===== src/rtl/afgt_pkg.sv =====
// shared types and constants of the audio frame grid tick block
`timescale 1ns / 1ps
package afgt_pkg;

    localparam logic [2:0] CFG_ORIGIN_VALUE      = 3'd0;
    localparam logic [2:0] CFG_ORIGIN_TIMESCALE  = 3'd1;
    localparam logic [2:0] CFG_SAMPLE_RATE       = 3'd2;
    localparam logic [2:0] CFG_SAMPLES_PER_FRAME = 3'd3;
    localparam logic [2:0] CFG_TICK_SCALE_NS     = 3'd4;

    localparam logic [15:0] RATE_A        = 16'd44100;
    localparam logic [15:0] RATE_B        = 16'd48000;
    localparam logic [31:0] NS_PER_SECOND = 32'd1000000000;

    localparam logic [6:0] MUL_STEPS = 7'd31;
    localparam logic [6:0] DIV_STEPS = 7'd127;

    typedef enum logic [4:0] {
        OP_NONE,
        OP_CAPTURE,
        OP_MUL_STEP,
        OP_SET_B,
        OP_SET_A,
        OP_SET_D,
        OP_CMP,
        OP_COMB,
        OP_DIV_STEP,
        OP_GCD_INIT,
        OP_GCD_STEP,
        OP_SET_NR,
        OP_SET_DR,
        OP_CHECK,
        OP_SET_NS,
        OP_SET_Q,
        OP_ROUND,
        OP_FINISH,
        OP_FAIL
    } dp_op_t;

    typedef enum logic [4:0] {
        ST_IDLE,
        ST_MUL_P1,
        ST_SET_B,
        ST_MUL_B,
        ST_SET_A,
        ST_MUL_A,
        ST_SET_D,
        ST_MUL_D,
        ST_CMP,
        ST_COMB,
        ST_DIV_R,
        ST_GCD_INIT,
        ST_GCD,
        ST_SET_NR,
        ST_DIV_NR,
        ST_SET_DR,
        ST_DIV_DR,
        ST_CHECK,
        ST_MUL_DEN,
        ST_SET_NS,
        ST_MUL_NS,
        ST_SET_Q,
        ST_DIV_Q,
        ST_ROUND,
        ST_FINISH,
        ST_FAIL
    } state_t;

    typedef struct packed {
        dp_op_t op;
    } ctrl_cmd_t;

    typedef struct packed {
        logic cfg_bad;
        logic gcd_done;
        logic range_fail;
        logic out_busy;
    } dp_status_t;

endpackage


===== src/rtl/afgt_ctrl.sv =====
// sequencer for the grid tick datapath
`timescale 1ns / 1ps
module afgt_ctrl
    import afgt_pkg::*;
(
    input  logic       clk,
    input  logic       rst_n,
    input  logic       in_beat,
    output logic       in_ready,
    output ctrl_cmd_t  cmd,
    input  dp_status_t status
);

    state_t     state_reg, state_next;
    logic [6:0] cnt_reg, cnt_next;

    always_ff @(posedge clk or negedge rst_n)
    begin
        if (!rst_n)
        begin
            state_reg <= ST_IDLE;
            cnt_reg   <= '0;
        end
        else
        begin
            state_reg <= state_next;
            cnt_reg   <= cnt_next;
        end
    end

    always_comb
    begin
        state_next = state_reg;
        cnt_next   = cnt_reg;
        cmd.op     = OP_NONE;
        in_ready   = 1'b0;
        unique case (state_reg)
            ST_IDLE:
            begin
                in_ready = 1'b1;
                if (in_beat)
                begin
                    cmd.op     = OP_CAPTURE;
                    cnt_next   = MUL_STEPS;
                    state_next = status.cfg_bad ? ST_FAIL : ST_MUL_P1;
                end
            end
            ST_MUL_P1, ST_MUL_B, ST_MUL_A, ST_MUL_D, ST_MUL_DEN, ST_MUL_NS:
            begin
                cmd.op   = OP_MUL_STEP;
                cnt_next = cnt_reg - 7'd1;
                if (cnt_reg == '0)
                begin
                    unique case (state_reg)
                        ST_MUL_P1:  state_next = ST_SET_B;
                        ST_MUL_B:   state_next = ST_SET_A;
                        ST_MUL_A:   state_next = ST_SET_D;
                        ST_MUL_D:   state_next = ST_CMP;
                        ST_MUL_DEN: state_next = ST_SET_NS;
                        default:    state_next = ST_SET_Q;
                    endcase
                end
            end
            ST_DIV_R, ST_DIV_NR, ST_DIV_DR, ST_DIV_Q:
            begin
                cmd.op   = OP_DIV_STEP;
                cnt_next = cnt_reg - 7'd1;
                if (cnt_reg == '0)
                begin
                    unique case (state_reg)
                        ST_DIV_R:  state_next = ST_GCD_INIT;
                        ST_DIV_NR: state_next = ST_SET_DR;
                        ST_DIV_DR: state_next = ST_CHECK;
                        default:   state_next = ST_ROUND;
                    endcase
                end
            end
            ST_SET_B:
            begin
                cmd.op = OP_SET_B; cnt_next = MUL_STEPS; state_next = ST_MUL_B;
            end
            ST_SET_A:
            begin
                cmd.op = OP_SET_A; cnt_next = MUL_STEPS; state_next = ST_MUL_A;
            end
            ST_SET_D:
            begin
                cmd.op = OP_SET_D; cnt_next = MUL_STEPS; state_next = ST_MUL_D;
            end
            ST_CMP:
            begin
                cmd.op = OP_CMP; state_next = ST_COMB;
            end
            ST_COMB:
            begin
                cmd.op = OP_COMB; cnt_next = DIV_STEPS; state_next = ST_DIV_R;
            end
            ST_GCD_INIT:
            begin
                cmd.op = OP_GCD_INIT; state_next = ST_GCD;
            end
            ST_GCD:
            begin
                if (status.gcd_done)
                    state_next = ST_SET_NR;
                else
                    cmd.op = OP_GCD_STEP;
            end
            ST_SET_NR:
            begin
                cmd.op = OP_SET_NR; cnt_next = DIV_STEPS; state_next = ST_DIV_NR;
            end
            ST_SET_DR:
            begin
                cmd.op = OP_SET_DR; cnt_next = DIV_STEPS; state_next = ST_DIV_DR;
            end
            ST_CHECK:
            begin
                cmd.op     = OP_CHECK;
                cnt_next   = MUL_STEPS;
                state_next = status.range_fail ? ST_FAIL : ST_MUL_DEN;
            end
            ST_SET_NS:
            begin
                cmd.op = OP_SET_NS; cnt_next = MUL_STEPS; state_next = ST_MUL_NS;
            end
            ST_SET_Q:
            begin
                cmd.op = OP_SET_Q; cnt_next = DIV_STEPS; state_next = ST_DIV_Q;
            end
            ST_ROUND:
            begin
                cmd.op = OP_ROUND; state_next = ST_FINISH;
            end
            ST_FINISH, ST_FAIL:
            begin
                if (!status.out_busy)
                begin
                    cmd.op     = (state_reg == ST_FINISH) ? OP_FINISH : OP_FAIL;
                    state_next = ST_IDLE;
                end
            end
            default:
                state_next = ST_IDLE;
        endcase
    end

endmodule


===== src/rtl/afgt_dp.sv =====
// shift-add multiplier, restoring divider, binary gcd and result register
`timescale 1ns / 1ps
module afgt_dp
    import afgt_pkg::*;
(
    input  logic         clk,
    input  logic         rst_n,
    input  ctrl_cmd_t    cmd,
    output dp_status_t   status,
    input  logic [63:0]  origin_value,
    input  logic [30:0]  origin_timescale,
    input  logic [15:0]  sample_rate,
    input  logic [15:0]  samples_per_frame,
    input  logic [31:0]  tick_scale_ns,
    input  logic [63:0]  frame_ordinal,
    input  logic [63:0]  observed_tick,
    output logic         out_valid,
    input  logic         out_ready,
    output logic [63:0]  grid_tick,
    output logic         ok,
    output logic         tick_matches
);

    logic [63:0]  obs_reg, omag_reg;
    logic         oneg_reg, neg_reg, ge_reg;
    logic [127:0] acc_reg, mcand_reg, a_reg, b_reg, mag_reg, nr_reg;
    logic [31:0]  mplier_reg;
    logic [127:0] dvd_reg, quo_reg;
    logic [63:0]  dvs_reg, rem_reg, d_reg, g_reg, den_reg;
    logic [63:0]  u_reg, v_reg;
    logic [5:0]   k_reg;
    logic         out_valid_reg;
    logic [63:0]  tick_reg;
    logic         ok_reg, match_reg;

    logic [64:0]  div_shift;
    logic         div_take;
    logic [63:0]  half;
    logic         round_up;
    logic [63:0]  dr_val;
    logic [63:0]  q_tick;

    assign div_shift = {rem_reg, dvd_reg[127]};
    assign div_take  = div_shift >= {1'b0, dvs_reg};
    assign half      = {1'b0, den_reg[63:1]};
    assign round_up  = (rem_reg > half) ||
                       (!den_reg[0] && rem_reg == half && quo_reg[0]);
    assign dr_val    = quo_reg[63:0];
    assign q_tick    = neg_reg ? (~quo_reg[63:0] + 64'd1) : quo_reg[63:0];

    assign status.cfg_bad    = (origin_timescale == '0) ||
                               (sample_rate != RATE_A && sample_rate != RATE_B) ||
                               (samples_per_frame == '0) || (tick_scale_ns == '0);
    assign status.gcd_done   = (u_reg == '0) || (v_reg == '0);
    assign status.range_fail = (nr_reg[127:64] != '0) || (dr_val > 64'h7FFF_FFFF) ||
                               (neg_reg ? (nr_reg[63:0] > 64'h8000_0000_0000_0000)
                                        : nr_reg[63]);
    assign status.out_busy   = out_valid_reg && !out_ready;

    always_ff @(posedge clk or negedge rst_n)
    begin
        if (!rst_n)
            out_valid_reg <= 1'b0;
        else if (cmd.op == OP_FINISH || cmd.op == OP_FAIL)
            out_valid_reg <= 1'b1;
        else if (out_ready)
            out_valid_reg <= 1'b0;
    end

    always_ff @(posedge clk)
    begin
        case (cmd.op)
            OP_CAPTURE:
            begin
                obs_reg    <= observed_tick;
                oneg_reg   <= origin_value[63];
                omag_reg   <= origin_value[63] ? (~origin_value + 64'd1) : origin_value;
                mcand_reg  <= {64'd0, frame_ordinal};
                mplier_reg <= {16'd0, samples_per_frame};
                acc_reg    <= '0;
            end
            OP_MUL_STEP:
            begin
                if (mplier_reg[0])
                    acc_reg <= acc_reg + mcand_reg;
                mcand_reg  <= {mcand_reg[126:0], 1'b0};
                mplier_reg <= {1'b0, mplier_reg[31:1]};
            end
            OP_SET_B:
            begin
                mcand_reg  <= acc_reg;
                mplier_reg <= {1'b0, origin_timescale};
                acc_reg    <= '0;
            end
            OP_SET_A:
            begin
                b_reg      <= acc_reg;
                mcand_reg  <= {64'd0, omag_reg};
                mplier_reg <= {16'd0, sample_rate};
                acc_reg    <= '0;
            end
            OP_SET_D:
            begin
                a_reg      <= acc_reg;
                mcand_reg  <= {97'd0, origin_timescale};
                mplier_reg <= {16'd0, sample_rate};
                acc_reg    <= '0;
            end
            OP_CMP:
            begin
                d_reg  <= acc_reg[63:0];
                ge_reg <= b_reg >= a_reg;
            end
            OP_COMB:
            begin
                if (!oneg_reg)
                begin
                    mag_reg <= a_reg + b_reg;
                    dvd_reg <= a_reg + b_reg;
                end
                else if (ge_reg)
                begin
                    mag_reg <= b_reg - a_reg;
                    dvd_reg <= b_reg - a_reg;
                end
                else
                begin
                    mag_reg <= a_reg - b_reg;
                    dvd_reg <= a_reg - b_reg;
                end
                neg_reg <= oneg_reg && !ge_reg;
                dvs_reg <= d_reg;
                rem_reg <= '0;
                quo_reg <= '0;
            end
            OP_DIV_STEP:
            begin
                dvd_reg <= {dvd_reg[126:0], 1'b0};
                quo_reg <= {quo_reg[126:0], div_take};
                rem_reg <= div_take ? (div_shift[63:0] - dvs_reg) : div_shift[63:0];
            end
            OP_GCD_INIT:
            begin
                u_reg <= d_reg;
                v_reg <= rem_reg;
                k_reg <= '0;
            end
            OP_GCD_STEP:
            begin
                if (!u_reg[0] && !v_reg[0])
                begin
                    u_reg <= u_reg >> 1;
                    v_reg <= v_reg >> 1;
                    k_reg <= k_reg + 6'd1;
                end
                else if (!u_reg[0])
                    u_reg <= u_reg >> 1;
                else if (!v_reg[0])
                    v_reg <= v_reg >> 1;
                else if (u_reg >= v_reg)
                    u_reg <= u_reg - v_reg;
                else
                    v_reg <= v_reg - u_reg;
            end
            OP_SET_NR:
            begin
                g_reg   <= (u_reg | v_reg) << k_reg;
                dvs_reg <= (u_reg | v_reg) << k_reg;
                dvd_reg <= mag_reg;
                rem_reg <= '0;
                quo_reg <= '0;
            end
            OP_SET_DR:
            begin
                nr_reg  <= quo_reg;
                dvd_reg <= {64'd0, d_reg};
                dvs_reg <= g_reg;
                rem_reg <= '0;
                quo_reg <= '0;
            end
            OP_CHECK:
            begin
                mcand_reg  <= {64'd0, dr_val};
                mplier_reg <= tick_scale_ns;
                acc_reg    <= '0;
            end
            OP_SET_NS:
            begin
                den_reg    <= acc_reg[63:0];
                mcand_reg  <= {64'd0, nr_reg[63:0]};
                mplier_reg <= NS_PER_SECOND;
                acc_reg    <= '0;
            end
            OP_SET_Q:
            begin
                dvd_reg <= acc_reg;
                dvs_reg <= den_reg;
                rem_reg <= '0;
                quo_reg <= '0;
            end
            OP_ROUND:
                quo_reg <= quo_reg + {127'd0, round_up};
            OP_FINISH:
            begin
                // tick must stay inside int64 after rounding
                if (quo_reg[127:64] == '0 &&
                    (neg_reg ? (quo_reg[63:0] <= 64'h8000_0000_0000_0000) : !quo_reg[63]))
                begin
                    tick_reg  <= q_tick;
                    ok_reg    <= 1'b1;
                    match_reg <= (q_tick == obs_reg);
                end
                else
                begin
                    tick_reg  <= '0;
                    ok_reg    <= 1'b0;
                    match_reg <= 1'b0;
                end
            end
            OP_FAIL:
            begin
                tick_reg  <= '0;
                ok_reg    <= 1'b0;
                match_reg <= 1'b0;
            end
            default:
            begin
            end
        endcase
    end

    assign out_valid    = out_valid_reg;
    assign grid_tick    = tick_reg;
    assign ok           = ok_reg;
    assign tick_matches = match_reg;

endmodule


===== src/rtl/audio_frame_grid_tick.sv =====
// top level: config registers, stream ports, sequencer and datapath
`timescale 1ns / 1ps
// work per frame: six 32-step shift-add multiplies, four 128-step restoring divisions
//   and a binary gcd; bad settings go straight to a failure result
// throughput: one frame at a time; a new input beat is taken once the previous result
//   sits in the output register, which may still be waiting on m_axis_tready
// reset (rst_n low, asynchronous): sequencer idle, output empty, registers back to
//   origin 0/1, 48000 Hz, 1024 samples per frame, 1000000 ns per tick
module audio_frame_grid_tick
    import afgt_pkg::*;
(
    input  logic         clk,
    input  logic         rst_n,
    // config write channel
    input  logic         cfg_valid,
    output logic         cfg_ready,
    input  logic [2:0]   cfg_index,
    input  logic [63:0]  cfg_data,
    // input beats
    input  logic         s_axis_tvalid,
    output logic         s_axis_tready,
    input  logic [127:0] s_axis_tdata,   // frame_ordinal[63:0], observed_tick[127:64]
    // result beats
    output logic         m_axis_tvalid,
    input  logic         m_axis_tready,
    output logic [71:0]  m_axis_tdata    // grid_tick[63:0], ok[64], tick_matches[65], zero
);

    logic [63:0] origin_value_reg;
    logic [30:0] origin_timescale_reg;
    logic [15:0] sample_rate_reg;
    logic [15:0] samples_per_frame_reg;
    logic [31:0] tick_scale_ns_reg;

    ctrl_cmd_t   cmd;
    dp_status_t  status;
    logic        in_beat;
    logic [63:0] grid_tick;
    logic        ok;
    logic        tick_matches;

    // config writes are always taken; unknown indexes are dropped
    assign cfg_ready = 1'b1;

    always_ff @(posedge clk or negedge rst_n)
    begin
        if (!rst_n)
        begin
            origin_value_reg      <= '0;
            origin_timescale_reg  <= 31'd1;
            sample_rate_reg       <= RATE_B;
            samples_per_frame_reg <= 16'd1024;
            tick_scale_ns_reg     <= 32'd1000000;
        end
        else if (cfg_valid)
        begin
            unique case (cfg_index)
                CFG_ORIGIN_VALUE:      origin_value_reg      <= cfg_data;
                CFG_ORIGIN_TIMESCALE:  origin_timescale_reg  <= cfg_data[30:0];
                CFG_SAMPLE_RATE:       sample_rate_reg       <= cfg_data[15:0];
                CFG_SAMPLES_PER_FRAME: samples_per_frame_reg <= cfg_data[15:0];
                CFG_TICK_SCALE_NS:     tick_scale_ns_reg     <= cfg_data[31:0];
                default:
                begin
                end
            endcase
        end
    end

    assign in_beat = s_axis_tvalid && s_axis_tready;

    afgt_ctrl u_ctrl (
        .clk      (clk),
        .rst_n    (rst_n),
        .in_beat  (in_beat),
        .in_ready (s_axis_tready),
        .cmd      (cmd),
        .status   (status)
    );

    afgt_dp u_dp (
        .clk               (clk),
        .rst_n             (rst_n),
        .cmd               (cmd),
        .status            (status),
        .origin_value      (origin_value_reg),
        .origin_timescale  (origin_timescale_reg),
        .sample_rate       (sample_rate_reg),
        .samples_per_frame (samples_per_frame_reg),
        .tick_scale_ns     (tick_scale_ns_reg),
        .frame_ordinal     (s_axis_tdata[63:0]),
        .observed_tick     (s_axis_tdata[127:64]),
        .out_valid         (m_axis_tvalid),
        .out_ready         (m_axis_tready),
        .grid_tick         (grid_tick),
        .ok                (ok),
        .tick_matches      (tick_matches)
    );

    assign m_axis_tdata = {6'd0, tick_matches, ok, grid_tick};

endmodule

===== config.mk =====
export PLATFORM = sky130hd
export DESIGN_NAME = audio_frame_grid_tick
export DESIGN_NICKNAME = d
export VERILOG_FILES = /design/src/rtl/afgt_pkg.sv /design/src/rtl/afgt_ctrl.sv /design/src/rtl/afgt_dp.sv /design/src/rtl/audio_frame_grid_tick.sv
export SDC_FILE = /design/constraint.sdc
export NUM_CORES = 2
export LEC_CHECK = 0
export BUFFER_PORTS_ARGS = -buffer_cell sky130_fd_sc_hd__buf_4
export CAP_MARGIN = 20
export CELL_PAD_IN_SITES_DETAIL_PLACEMENT = 0
export CELL_PAD_IN_SITES_GLOBAL_PLACEMENT = 1
export CORE_MARGIN = 4
export CORE_UTILIZATION = 30
export CTS_CLUSTER_DIAMETER = 150
export DETAILED_ROUTE_END_ITERATION = 8
export PLACE_DENSITY_LB_ADDON = 0.3
export SYNTH_ARGS = -nofsm -noshare
export SYNTH_HDL_FRONTEND = slang
export SYNTH_HIERARCHICAL = 1
export SYNTH_SLANG_ARGS = --single-unit

===== constraint.sdc =====
create_clock -name clk -period 43.7 [get_ports clk]
set_input_delay 2.185 -clock clk [delete_from_list [all_inputs] [get_ports clk]]
set_output_delay 2.185 -clock clk [all_outputs]
set_load 0.01 [all_outputs]

==> impl_metrics.toml <==
[worst_setup_path]
endpoint_kind = "register"
start_kind = "register"
r2r_slack_ns = 35.46
cp.arrival_ns = 9.14
worstSetupStartpoint = "u_dp/rem_reg[60]$_SDFFCE_PP0P_"
rr_worst_depth = 20
path_class = "register to register"
crit_required_ns = 44.61
crit_fanout = 10
regToRegEndpoint = "u_dp/quo_reg[123]$_DFFE_PP_"
r2r_start = "u_dp/rem_reg[60]$_SDFFCE_PP0P_"

[synth]
synth.ff_latch_count = 1879
ys_seq_area_share_pct = 42.0
synth_cells = 14303
yosysMostFrequentCell = "edfxtp_1"
synth_simple_gate_area_share_pct = 15.7
synth_area_um2 = 132000
ys.flop_type = "edfxtp_1"
netlist_top_cells_area = "edfxtp_1 (39%), ha_1 (7.9%), a21oi_1 (5.0%), nand2_1 (3.9%), o21ai_0 (3.8%)"
synthAdderAreaFrac_pct = 8.01
ys_warn_count = 6
synthArstFlopShare_pct = 9.15
synth_top_family_by_area = "compound AO/OA/AOI/OAI gates"
synth_compound_area_share_pct = 21.6
syn_avg_cell_area_um2 = 9.24
synth_cell_type_count = 110
netlist_top_cells_count = "edfxtp_1 (1707), nand2_1 (1359), nor2_1 (1326), a21oi_1 (1321), o21ai_0 (1003)"
yosys.area.top_type = "edfxtp_1"
synth-xor-area-share_pct = 4.76
synth_top_area_share_pct = 38.8
synth-edff-count = 1707
synth_mux_area_share_pct = 3.13

[timing]
slew_violations = 0
worstMarginPinSlew_ns = 1.38
grt_setup_unrepaired = "false"
clock_skew_ns = 0.192
min_period_ns = 8.24
setup_viol = 0
hold_viol = 0
relSlewSlack_pct = 7.58
finalSetupTns_ns = 0
fmax_mhz = 121
timing.hold.ws_ns = 0.489
period_share_pct = 18.8

[clock_network]
h-tree-depth = 4
clkSlewWorstSetupHoldPaths_ns = 0.07
clockBufferDepth = 4
cts_tree = "done"
root_buffer = "clkbuf_16"
postCtsSetupBuffers = 0
cts_resized = 0
cts_hold_buf = 0
clk_latency_ns = 1.04
cts_made_buffers = 220
cts.sink_count = 1879

[layout]
drive_gt1_share_pct = 8.45
nets = 15293
fin_cells = 20337
syn_to_final_growth_pct = 11.9

[detailed_routing]
drt-total-wl_mm = 614
drc = 1
first_iter_violations = 15954
wl_per_cell_um = 30.2
ant_nets = 0
dr.pass1.iters = 9
routed_via_density = 5.93
vias = 120631

[floorplanning]
rows = 243
fp.dieW_um = 672
coreArea_um2 = 438000
start_util_pct = 30.2
io_pins = 275
die_area_um2 = 451000
die_y_um = 672

[hold_path]
holdPathEnd = "u_dp/mcand_reg[43]$_DFFE_PP_"
holdPathStages = 2
hold_path_class = "register to register"
min-delay-start = "u_dp/omag_reg[43]$_DFFE_PP_"

[global_route]
grt-ovfl-total = 0
grt_pass1_vias = 113927
grt_max_degree = 137
grt_pass1_wl_mm = 864
gr-usage-all-layers_pct = 25.9
antenna_found_initial = 50

[job]
cap_viol_max_count = 0

[place]
gpl.final_weighted_congestion = 1.01
hpwl_mm = 483
dp_cells = 19904
io_buffers = 267

[status]
status = "finished with violations"
violations = "design-rule violations"

[power]
p_leak_nw = 56.2
power-per-cell-area_nw_per_um2 = 27.3
ir_worst_vdd_mv = 0.0338
power_mw = 4.05
## power by group
group | internal, mW | switching (mW)
Combinational | 0.0606 | 0.0469
Sequential | 1.98 | 0.0469
Clock | 1.09 | 0.821
## cell usage in the layout (no fill, tap or decap), types with 265 or more instances in the layout
cell / Yosys / layout
inv_1: 836 / 832
edfxtp_1: 1707 / 1707
nor4_1: 281 / 276
nand4_1: 265 / 265
nand3_1: 405 / 404
xnor2_1: 494 / 494
nand2_1: 1359 / 1357
a22oi_1: 338 / 338
ha_1: 835 / 835
o21ai_0: 1003 / 998
a21oi_1: 1321 / 1320
buf_4: 10 / 490
nor2_1: 1326 / 1316
## critical path, stage by stage (launching register included)
cell	delay [ns]
edfxtp_1	0.46
ha_1	0.34
nand4_1	0.09
or4_1	0.56
or3_1	0.56
nor3_1	0.39
nand3_1	0.42
o2111ai_1	0.46
nor3_1	0.16
nor2_1	0.82
ha_1	0.47
nand4_1	0.20
nor4_1	0.56
and2_1	0.57
nand3_1	0.42
or3_1	0.57
nor2_1	0.31
nor3b_2	0.38
nand2_1	0.12
o31ai_1	0.24
a32o_1	0.15
## per-layer routing
layer	track usage, %	up-vias	part of all wire, %
li1	-	53230	-
met1	37.5	60584	45
met2	39.0	5908	43
met3	4.70	889	8.9
met4	8.01	20	3.7
met5	0	-	0.022
## cells by family (layout without fill, tap and decap cells)
| logic type | after synthesis | in the layout |
|---|---|---|
| xor gates and xnor gates | 718 | 718 |
| DFF | 1879 | 1879 |
| AOI/OAI and AO/OA | 4454 | 4454 |
| buffers and inverters | 1629 | 1763 |
| and+or+nand+nor | 4459 | 4459 |
| other | 2 | 22 |
| adders and majority gates | 842 | 842 |
| muxes | 320 | 320 |
## worst max-delay path by stage
stage / endpoint / cells after the start / slack (ns)
final: u_dp/quo_reg[123]$_DFFE_PP_ / 20 / 35.46
after global routing: u_dp/quo_reg[127]$_DFFE_PP_ / 20 / 35.29
after CTS: u_dp/quo_reg[123]$_DFFE_PP_ / 20 / 35.52
after detailed placement: u_dp/quo_reg[123]$_DFFE_PP_ / 20 / 35.35
after global placement: u_dp/quo_reg[127]$_DFFE_PP_ / 20 / 35.48
after floorplan: u_dp/acc_reg[0]$_SDFFCE_PP0P_ / 9 / 16.83
## metrics by stage
stage	worst slack, ns	area, µm²	utilization, %
floorplan	16.83	132000	-
global placement	35.48	141000	32.1
detailed placement	35.35	141000	32.1
CTS	35.52	148000	33.7
global route	35.29	148000	33.7
finish	35.46	148000	33.8
## area by class of cell
cell class,instances,area (µm²)
timing repair buffer,505,3860
multi-input combinational,10800,70600
inverter,845,3180
clock buffer,294,6010
tap,5880,7360
fill,45766,290000
antenna,15,37.5
clock inverter,119,1320
sequential,1879,55600
(Power assumes the default switching activity.)
